===== src/sv/lskc_pkg.sv =====
// ============================================================================
// lskc_pkg
// Shared types and constants for the shape-keyed slot cache.
// ============================================================================
package lskc_pkg;

  localparam int ENTRIES_DEF     = 8;
  localparam int HANDLE_BITS_DEF = 32;
  localparam int KEY_W           = 64;
  localparam int STAMP_W         = 32;
  localparam int HANDLE_PORT_W   = 32;
  localparam int OUT_IDX_W       = 3;

  localparam logic CMD_GET   = 1'b0;
  localparam logic CMD_CLEAR = 1'b1;

  typedef enum logic [2:0] {
    ST_IDLE,
    ST_SCAN,
    ST_HIT,
    ST_DECIDE,
    ST_MV_RD,
    ST_MV_WR,
    ST_CLR_RD,
    ST_CLR_EMIT
  } state_t;

endpackage


===== src/sv/lru_shape_keyed_slot_cache_top.sv =====
// ============================================================================
// lru_shape_keyed_slot_cache_top
// Fully associative LRU cache of shape keys with timestamp replacement.
// ============================================================================
// A get reads the live entries in index order and registers its result; a hit
// ends the scan at that entry. A new beat is accepted once the block is idle,
// even while that result waits on a stalled output.
// A failed allocation when full moves the last entry into the released slot.
// A clear gives one result beat per live entry, then empties the table.
// Reset clears control state, the entry count and the use clock, not the memory.
module lru_shape_keyed_slot_cache_top #(
  parameter int ENTRIES     = lskc_pkg::ENTRIES_DEF,
  parameter int HANDLE_BITS = lskc_pkg::HANDLE_BITS_DEF
) (
  input  logic                               clk,
  input  logic                               rst_n,
  input  logic                               in_valid,
  output logic                               in_stall,
  input  logic                               in_command,
  input  logic [15:0]                        in_key_m,
  input  logic [15:0]                        in_key_k,
  input  logic [15:0]                        in_key_n,
  input  logic [15:0]                        in_key_group,
  input  logic                               in_alloc_ok,
  input  logic [lskc_pkg::HANDLE_PORT_W-1:0] in_alloc_handle,
  output logic                               out_valid,
  input  logic                               out_stall,
  output logic                               out_hit,
  output logic                               out_granted,
  output logic [lskc_pkg::HANDLE_PORT_W-1:0] out_handle_out,
  output logic [lskc_pkg::OUT_IDX_W-1:0]     out_entry_index,
  output logic                               out_released,
  output logic [lskc_pkg::HANDLE_PORT_W-1:0] out_released_handle,
  output logic                               out_last_result
);

  localparam int HPW = lskc_pkg::HANDLE_PORT_W;
  localparam int OIW = lskc_pkg::OUT_IDX_W;
  localparam int SW  = lskc_pkg::STAMP_W;
  localparam int HW  = (HANDLE_BITS < HPW) ? HANDLE_BITS : HPW;
  localparam int IW  = $clog2(ENTRIES);
  localparam int CW  = $clog2(ENTRIES + 1);

  typedef struct packed {
    logic [lskc_pkg::KEY_W-1:0] key;
    logic [HW-1:0]              handle;
    logic [SW-1:0]              stamp;
  } entry_t;

  entry_t mem [ENTRIES];

  lskc_pkg::state_t state_r, state_nxt;
  logic [CW-1:0]    count_r, count_nxt;
  logic [SW-1:0]    clock_r, clock_nxt;
  logic [CW-1:0]    issue_r, issue_nxt;
  logic             rd_vld_r, rd_vld_nxt;
  logic [IW-1:0]    rd_idx_r;
  entry_t           rdata_r;
  logic             out_valid_r, out_valid_nxt;

  logic [lskc_pkg::KEY_W-1:0] key_r, key_nxt;
  logic                       aok_r, aok_nxt;
  logic [HW-1:0]              ah_r, ah_nxt;
  logic [IW-1:0]              hit_idx_r, hit_idx_nxt;
  logic [HW-1:0]              hit_handle_r, hit_handle_nxt;
  logic [IW-1:0]              old_idx_r, old_idx_nxt;
  logic [SW-1:0]              old_stamp_r, old_stamp_nxt;
  logic [HW-1:0]              old_handle_r, old_handle_nxt;

  logic           o_hit_r, o_hit_nxt;
  logic           o_granted_r, o_granted_nxt;
  logic [HPW-1:0] o_handle_r, o_handle_nxt;
  logic [OIW-1:0] o_idx_r, o_idx_nxt;
  logic           o_rel_r, o_rel_nxt;
  logic [HPW-1:0] o_rel_handle_r, o_rel_handle_nxt;
  logic           o_last_r, o_last_nxt;

  logic          mem_we, mem_re;
  logic [IW-1:0] mem_waddr, mem_raddr;
  entry_t        mem_wdata;

  logic          in_acc, out_free, full, alloc_ok;
  logic [CW-1:0] at_c;

  assign in_stall = (state_r != lskc_pkg::ST_IDLE);
  assign in_acc   = in_valid && !in_stall;
  assign out_free = !out_valid_r || !out_stall;
  assign full     = (count_r == CW'(ENTRIES));
  assign at_c     = full ? CW'(old_idx_r) : count_r;
  assign alloc_ok = aok_r && (ah_r != '0);

  always_comb begin
    state_nxt        = state_r;
    count_nxt        = count_r;
    clock_nxt        = clock_r;
    issue_nxt        = issue_r;
    rd_vld_nxt       = 1'b0;
    out_valid_nxt    = out_valid_r && out_stall;
    key_nxt          = key_r;
    aok_nxt          = aok_r;
    ah_nxt           = ah_r;
    hit_idx_nxt      = hit_idx_r;
    hit_handle_nxt   = hit_handle_r;
    old_idx_nxt      = old_idx_r;
    old_stamp_nxt    = old_stamp_r;
    old_handle_nxt   = old_handle_r;
    o_hit_nxt        = o_hit_r;
    o_granted_nxt    = o_granted_r;
    o_handle_nxt     = o_handle_r;
    o_idx_nxt        = o_idx_r;
    o_rel_nxt        = o_rel_r;
    o_rel_handle_nxt = o_rel_handle_r;
    o_last_nxt       = o_last_r;
    mem_we           = 1'b0;
    mem_waddr        = '0;
    mem_wdata        = rdata_r;
    mem_re           = 1'b0;
    mem_raddr        = '0;

    case (state_r)
      lskc_pkg::ST_IDLE: begin
        if (in_acc) begin
          key_nxt   = {in_key_group, in_key_n, in_key_k, in_key_m};
          aok_nxt   = in_alloc_ok;
          ah_nxt    = in_alloc_handle[HW-1:0];
          issue_nxt = '0;
          state_nxt = (in_command == lskc_pkg::CMD_CLEAR) ? lskc_pkg::ST_CLR_RD
                                                          : lskc_pkg::ST_SCAN;
        end
      end
      lskc_pkg::ST_SCAN: begin
        if (rd_vld_r && rdata_r.key == key_r) begin
          hit_idx_nxt    = rd_idx_r;
          hit_handle_nxt = rdata_r.handle;
          state_nxt      = lskc_pkg::ST_HIT;
        end else begin
          if (rd_vld_r && (rd_idx_r == '0 || rdata_r.stamp < old_stamp_r)) begin
            old_idx_nxt    = rd_idx_r;
            old_stamp_nxt  = rdata_r.stamp;
            old_handle_nxt = rdata_r.handle;
          end
          if (issue_r < count_r) begin
            mem_re     = 1'b1;
            mem_raddr  = issue_r[IW-1:0];
            issue_nxt  = issue_r + CW'(1);
            rd_vld_nxt = 1'b1;
          end else if (!rd_vld_r) begin
            state_nxt = lskc_pkg::ST_DECIDE;
          end
        end
      end
      lskc_pkg::ST_HIT: begin
        if (out_free) begin
          mem_we           = 1'b1;
          mem_waddr        = hit_idx_r;
          mem_wdata        = '{key: key_r, handle: hit_handle_r, stamp: clock_r + SW'(1)};
          clock_nxt        = clock_r + SW'(1);
          out_valid_nxt    = 1'b1;
          o_hit_nxt        = 1'b1;
          o_granted_nxt    = 1'b1;
          o_handle_nxt     = HPW'(hit_handle_r);
          o_idx_nxt        = OIW'(hit_idx_r);
          o_rel_nxt        = 1'b0;
          o_rel_handle_nxt = '0;
          o_last_nxt       = 1'b1;
          state_nxt        = lskc_pkg::ST_IDLE;
        end
      end
      lskc_pkg::ST_DECIDE: begin
        if (out_free) begin
          out_valid_nxt    = 1'b1;
          o_hit_nxt        = 1'b0;
          o_granted_nxt    = alloc_ok;
          o_handle_nxt     = alloc_ok ? HPW'(ah_r) : '0;
          o_idx_nxt        = OIW'(at_c);
          o_rel_nxt        = full;
          o_rel_handle_nxt = full ? HPW'(old_handle_r) : '0;
          o_last_nxt       = 1'b1;
          if (alloc_ok) begin
            mem_we    = 1'b1;
            mem_waddr = at_c[IW-1:0];
            mem_wdata = '{key: key_r, handle: ah_r, stamp: clock_r + SW'(1)};
            clock_nxt = clock_r + SW'(1);
            if (!full) begin
              count_nxt = count_r + CW'(1);
            end
            state_nxt = lskc_pkg::ST_IDLE;
          end else if (full) begin
            state_nxt = lskc_pkg::ST_MV_RD;
          end else begin
            state_nxt = lskc_pkg::ST_IDLE;
          end
        end
      end
      lskc_pkg::ST_MV_RD: begin
        mem_re    = 1'b1;
        mem_raddr = IW'(count_r - CW'(1));
        state_nxt = lskc_pkg::ST_MV_WR;
      end
      lskc_pkg::ST_MV_WR: begin
        mem_we    = 1'b1;
        mem_waddr = old_idx_r;
        mem_wdata = rdata_r;
        count_nxt = count_r - CW'(1);
        state_nxt = lskc_pkg::ST_IDLE;
      end
      lskc_pkg::ST_CLR_RD: begin
        if (issue_r < count_r) begin
          mem_re    = 1'b1;
          mem_raddr = issue_r[IW-1:0];
          state_nxt = lskc_pkg::ST_CLR_EMIT;
        end else begin
          count_nxt = '0;
          state_nxt = lskc_pkg::ST_IDLE;
        end
      end
      lskc_pkg::ST_CLR_EMIT: begin
        if (out_free) begin
          out_valid_nxt    = 1'b1;
          o_hit_nxt        = 1'b0;
          o_granted_nxt    = 1'b0;
          o_handle_nxt     = '0;
          o_idx_nxt        = OIW'(issue_r);
          o_rel_nxt        = 1'b1;
          o_rel_handle_nxt = HPW'(rdata_r.handle);
          o_last_nxt       = (issue_r + CW'(1) == count_r);
          issue_nxt        = issue_r + CW'(1);
          state_nxt        = lskc_pkg::ST_CLR_RD;
        end
      end
      default: begin
        state_nxt = lskc_pkg::ST_IDLE;
      end
    endcase
  end

  always_ff @(posedge clk) begin
    if (!rst_n) begin
      state_r     <= lskc_pkg::ST_IDLE;
      count_r     <= '0;
      clock_r     <= '0;
      issue_r     <= '0;
      rd_vld_r    <= 1'b0;
      out_valid_r <= 1'b0;
    end else begin
      state_r     <= state_nxt;
      count_r     <= count_nxt;
      clock_r     <= clock_nxt;
      issue_r     <= issue_nxt;
      rd_vld_r    <= rd_vld_nxt;
      out_valid_r <= out_valid_nxt;
    end
  end

  always_ff @(posedge clk) begin
    key_r          <= key_nxt;
    aok_r          <= aok_nxt;
    ah_r           <= ah_nxt;
    hit_idx_r      <= hit_idx_nxt;
    hit_handle_r   <= hit_handle_nxt;
    old_idx_r      <= old_idx_nxt;
    old_stamp_r    <= old_stamp_nxt;
    old_handle_r   <= old_handle_nxt;
    o_hit_r        <= o_hit_nxt;
    o_granted_r    <= o_granted_nxt;
    o_handle_r     <= o_handle_nxt;
    o_idx_r        <= o_idx_nxt;
    o_rel_r        <= o_rel_nxt;
    o_rel_handle_r <= o_rel_handle_nxt;
    o_last_r       <= o_last_nxt;
  end

  always_ff @(posedge clk) begin
    if (mem_we) begin
      mem[mem_waddr] <= mem_wdata;
    end
    if (mem_re) begin
      rdata_r  <= mem[mem_raddr];
      rd_idx_r <= mem_raddr;
    end
  end

  assign out_valid           = out_valid_r;
  assign out_hit             = o_hit_r;
  assign out_granted         = o_granted_r;
  assign out_handle_out      = o_handle_r;
  assign out_entry_index     = o_idx_r;
  assign out_released        = o_rel_r;
  assign out_released_handle = o_rel_handle_r;
  assign out_last_result     = o_last_r;

  a_count_bound: assert property (@(posedge clk) disable iff (!rst_n)
    count_r <= CW'(ENTRIES))
    else $error("entry count exceeds table size");

  a_port_excl: assert property (@(posedge clk) disable iff (!rst_n)
    !(mem_we && mem_re))
    else $error("memory read and write in the same cycle");

  a_accept_busy: assert property (@(posedge clk) disable iff (!rst_n)
    in_acc |=> state_r != lskc_pkg::ST_IDLE)
    else $error("accepted beat did not start work");

  a_hit_granted: assert property (@(posedge clk) disable iff (!rst_n)
    out_valid_r && o_hit_r |-> o_granted_r && !o_rel_r)
    else $error("hit beat without a granted handle");

  a_zero_handle: assert property (@(posedge clk) disable iff (!rst_n)
    out_valid_r && !o_granted_r |-> o_handle_r == '0)
    else $error("handle returned without a grant");

endmodule

===== config.mk =====
export PLATFORM = sky130hd
export DESIGN_NAME = lru_shape_keyed_slot_cache_top
export DESIGN_NICKNAME = d
export VERILOG_FILES = /design/src/sv/lskc_pkg.sv /design/src/sv/lru_shape_keyed_slot_cache_top.sv
export SDC_FILE = /design/constraint.sdc
export NUM_CORES = 2
export LEC_CHECK = 0
export ABC_AREA = 1
export BUFFER_PORTS_ARGS = -buffer_cell sky130_fd_sc_hd__buf_2
export CAP_MARGIN = 0
export CORE_MARGIN = 2
export CORE_UTILIZATION = 65
export CTS_CLUSTER_DIAMETER = 120
export DETAILED_ROUTE_END_ITERATION = 8
export PLACE_DENSITY = 0.86
export SYNTH_ARGS = -nofsm -noshare
export SYNTH_HDL_FRONTEND = slang
export SYNTH_SLANG_ARGS = --single-unit

===== constraint.sdc =====
create_clock -name clk -period 15.85 [get_ports clk]
set_input_delay 1.585 -clock clk [delete_from_list [all_inputs] [get_ports clk]]
set_output_delay 1.585 -clock clk [all_outputs]
set_load 0.02 [all_outputs]

==> reports/metrics.yaml <==
power:
  irDropWorstVdd_uv: 194.2
  switching_share_pct: 35.97
  p_per_area_mw_per_mm2: 195.4
  comb_power_share_pct: 30.9
  seqPwrFrac_pct: 44.0
  power_leakage_uw: 0.03055
  switchingPower_uw: 5038
  internal-power_uw: 8967
  power_frac_clock_pct: 25.1
sta:
  rsz0062_at_grt: "no"
  finalHoldViolations: 0
  finalSetupTns_ns: 0
  worst_pin_slew_ns: 1.294
  fin_worst_skew_ns: 0.03740
  fin_crit_sh_pct: 46.63
  relSlewSlack_pct: 12.85
  finalMaxSlewViolations: 0
  fmax_ghz: 0.1353
  period_minus_slack_ns: 7.391
  setup_viol: 0
layout:
  layout-drive-gt1-share_pct: 7.314
  largest_reg_flops: 1024
  biggestRegsByFlops: "mem: 1024 flops, rdata_r: 128 flops, key_r: 64 flops"
  fill_cells: 5886
  largest-register: "mem"
  instances_no_fill: 7765
  ff_latch_area_sq_mm: 0.04369
  nets: 6495
  synthToLayoutAreaGrowth_pct: 9.971
  n_antenna_cell: 0
  multi_input_area_sq_mm: 0.01567
route:
  vias: 46060
  drtIter0Drc: 6127
  firstDrtPassIters: 6
  drt_wl_total_mm: 159.4
  route.detailed.drc: 0
  post_drt_via_cell_ratio: 5.931
  drtAntennaViolNets: 0
  post_drt_wl_per_cell_um: 20.53
yosys:
  synth_cell_type_count: 42
  synthesis.area_sq_mm: 0.06516
  yosysSeqAreaShare_pct: 67.05
  synth_warnings: 0
  syn-num-nets: 6431
  synth_cells: 6289
  synth-main-ff-cell: "edfxtp_1"
  syn_avg_cell_area_sq_um: 10.36
  ys_async_sr_fraction_pct: 0
  yosys_register_bits: 1470
  synth-edff-count: 1425
floorplan:
  dieArea_sq_mm: 0.1028
  core_area_sq_mm: 0.09971
  die_height_um: 320.6
  start_util_pct: 65.35
  die_x_um: 320.6
  io_pins: 175
  rows: 116
cts:
  cts_max_level: 4
  worstSkewPairLatency_ns: 0.78
  cts_buffer_depth: 3
  clock_sinks: 1470
  root_buffer: "clkbuf_16"
  cts_resized: 0
  cts_inserted_buffers: 147
  post_cts_buffers: 0
  path_clk_slew_ns: 0.06
  cts_tree: "built"
  cts_hold_buf: 0
critical_path:
  rrSetupSlack_ns: 8.46
  start_kind: "flip-flop"
  critical_path.max_fanout: 147
  timing.setup.critical_path_class: "reg -> reg"
  reg2reg_from: "rdata_r[76]"
  ff2ff_path_depth: 17
  r2r_end: "rdata_r[93]"
  required_ns: 16.38
  crit_end: "rdata_r[93]"
  cp.arrival_ns: 7.92
  cp-startpoint: "rdata_r[76]"
  critPathCaptureType: "flip-flop"
status:
  outcome: "finished, final reports clean"
place:
  hpwl_mm: 84.27
  place_inst: 7502
  io_buffers: 174
  gp_congestion: 0.8972
hold_path:
  worst_hold_path_type: "reg -> reg"
grt:
  grt_pass1_vias: 45970
  grt.total_usage_pct: 31.10
  grt_overflow: 0
  antenna_found_initial: 0
  grt_max_degree: 229
  grt_pass1_wl_mm: 247.8
flow_run:
  maxCapViolCount: 0
-- power groups by stage --
stage / sequential, uW / clock, uW / combinational, uW
2_1_floorplan: 6250 / 0 / 2880
3_3_place_gp: 6170 / 0 / 3970
3_5_place_dp: 6210 / 0 / 4150
4_1_cts: 6150 / 3530 / 4240
5_1_grt: 6210 / 3680 / 4760
6_report: 6160 / 3510 / 4330
-- logic make-up after synthesis --
family / count (synthesis) / share of synthesized area, %
buffers and inverters: 1508 / 9.134
XOR/XNOR: 40 / 0.5376
AND/OR/NAND/NOR: 2895 / 19.44
adder cells (fa/ha/maj): 40 / 0.7680
AO/OA/AOI/OAI: 336 / 3.076
flip-flops: 1470 / 67.05
-- final cells by class --
| type | count | share of cell area, % |
|---|---|---|
| Clock buffer | 185 | 5.537 |
| Clock inverter | 78 | 1.201 |
| Inverter | 1198 | 6.303 |
| Multi-Input combinational cell | 3311 | 21.87 |
| Sequential cell | 1470 | 60.97 |
| Tap cell | 1298 | 2.266 |
| Timing Repair Buffer | 225 | 1.854 |
-- cell usage after synthesis, types with 8 or more instances --
library cell / instances / area [sq um]
a21oi_1: 64 / 320.3
a22o_1: 30 / 262.8
buf_1: 20 / 75.07
buf_2: 215 / 1076
clkbuf_1: 70 / 262.8
dfxtp_1: 45 / 900.9
edfxtp_1: 1425 / 42790
ha_1: 40 / 500.5
inv_1: 1184 / 4444
inv_2: 14 / 52.55
nand2_1: 1636 / 6141
nand3_1: 930 / 4654
nand3b_1: 133 / 998.5
nand4_1: 23 / 143.9
nor2_1: 144 / 540.5
nor3_1: 8 / 40.04
o211ai_1: 10 / 75.07
o21ai_0: 87 / 435.4
o21ai_1: 63 / 315.3
o221ai_1: 18 / 157.7
o22ai_1: 49 / 306.5
xnor2_1: 14 / 122.6
xor2_1: 26 / 227.7
-- critical path, cell delays in order, from the launching register on --
cell      delay, ns
edfxtp_1       0.41
inv_1          0.09
nand2_1        0.07
nand2_1        0.17
nor2_1         0.08
nand4_1        0.12
nor2_1         0.15
nand3_1        0.41
nand3_4        0.89
nand2_8        1.12
buf_4          0.75
buf_4          1.01
buf_4          1.05
nand2_1        0.22
nand3_1        0.16
nand2_1        0.08
nand2_1        0.08
nand2_1        0.07
-- cells in the final DEF (no fill, tap or decap), drive strengths merged --
cell and instances:
nand2 1638, edfxtp 1425, inv 1205, nand3 930, buf 225, clkbuf 185
nor2 150, o21ai 150, nand3b 133, a21oi 65, clkinv 53, o22ai 49
dfxtp 45, ha 40, a22o 30, xor2 26, nand4 23, o221ai 18
bufinv 17, xnor2 14, o211ai 10, nor3 9, nor4 8, a32o 6
a22oi 3, or2 2, and2 1, a21o 1, a211oi 1, or3 1
o41ai 1, o21a 1, a41oi 1, clkinvlp 1
-- stage by stage --
step           util [%]  area (sq um)  setup WS, ns  hold WS [ns]  total power (uW)
3_3_place_gp      67.03         66830         9.080        0.4521             10150
5_1_grt           71.87         71660         8.087        0.4981             14660
3_5_place_dp      67.03         66830         8.824        0.4597             10360
6_report          71.87         71660         8.459        0.4842             14000
4_1_cts           71.87         71660         8.711        0.4733             13920
2_1_floorplan         -         65160         7.238        0.4362              9128
-- routing by layer --
metal	vias to the layer above	routed length, um	part of all wire, %	GRT usage, %
li1	20790	-	-	-
met1	21560	56940	36	40.20
met2	3119	76580	48	50.71
met3	589	18500	12	5.790
met4	0	7401	4.6	15.93
met5	-	0	0	0
-- how the worst min path moves through the flow --
stage	start	end	slack [ns]	cells past startpoint
6_report	rd_idx_r[1]	hit_idx_r[1]	0.48	0
5_1_grt	rdata_r[22]	old_stamp_r[22]	0.50	0
4_1_cts	rd_idx_r[1]	old_idx_r[1]	0.47	0
3_5_place_dp	rd_idx_r[1]	hit_idx_r[1]	0.46	0
3_3_place_gp	rd_idx_r[1]	hit_idx_r[1]	0.45	0
2_1_floorplan	rd_idx_r[2]	hit_idx_r[2]	0.44	0
(Power assumes the default switching activity.)
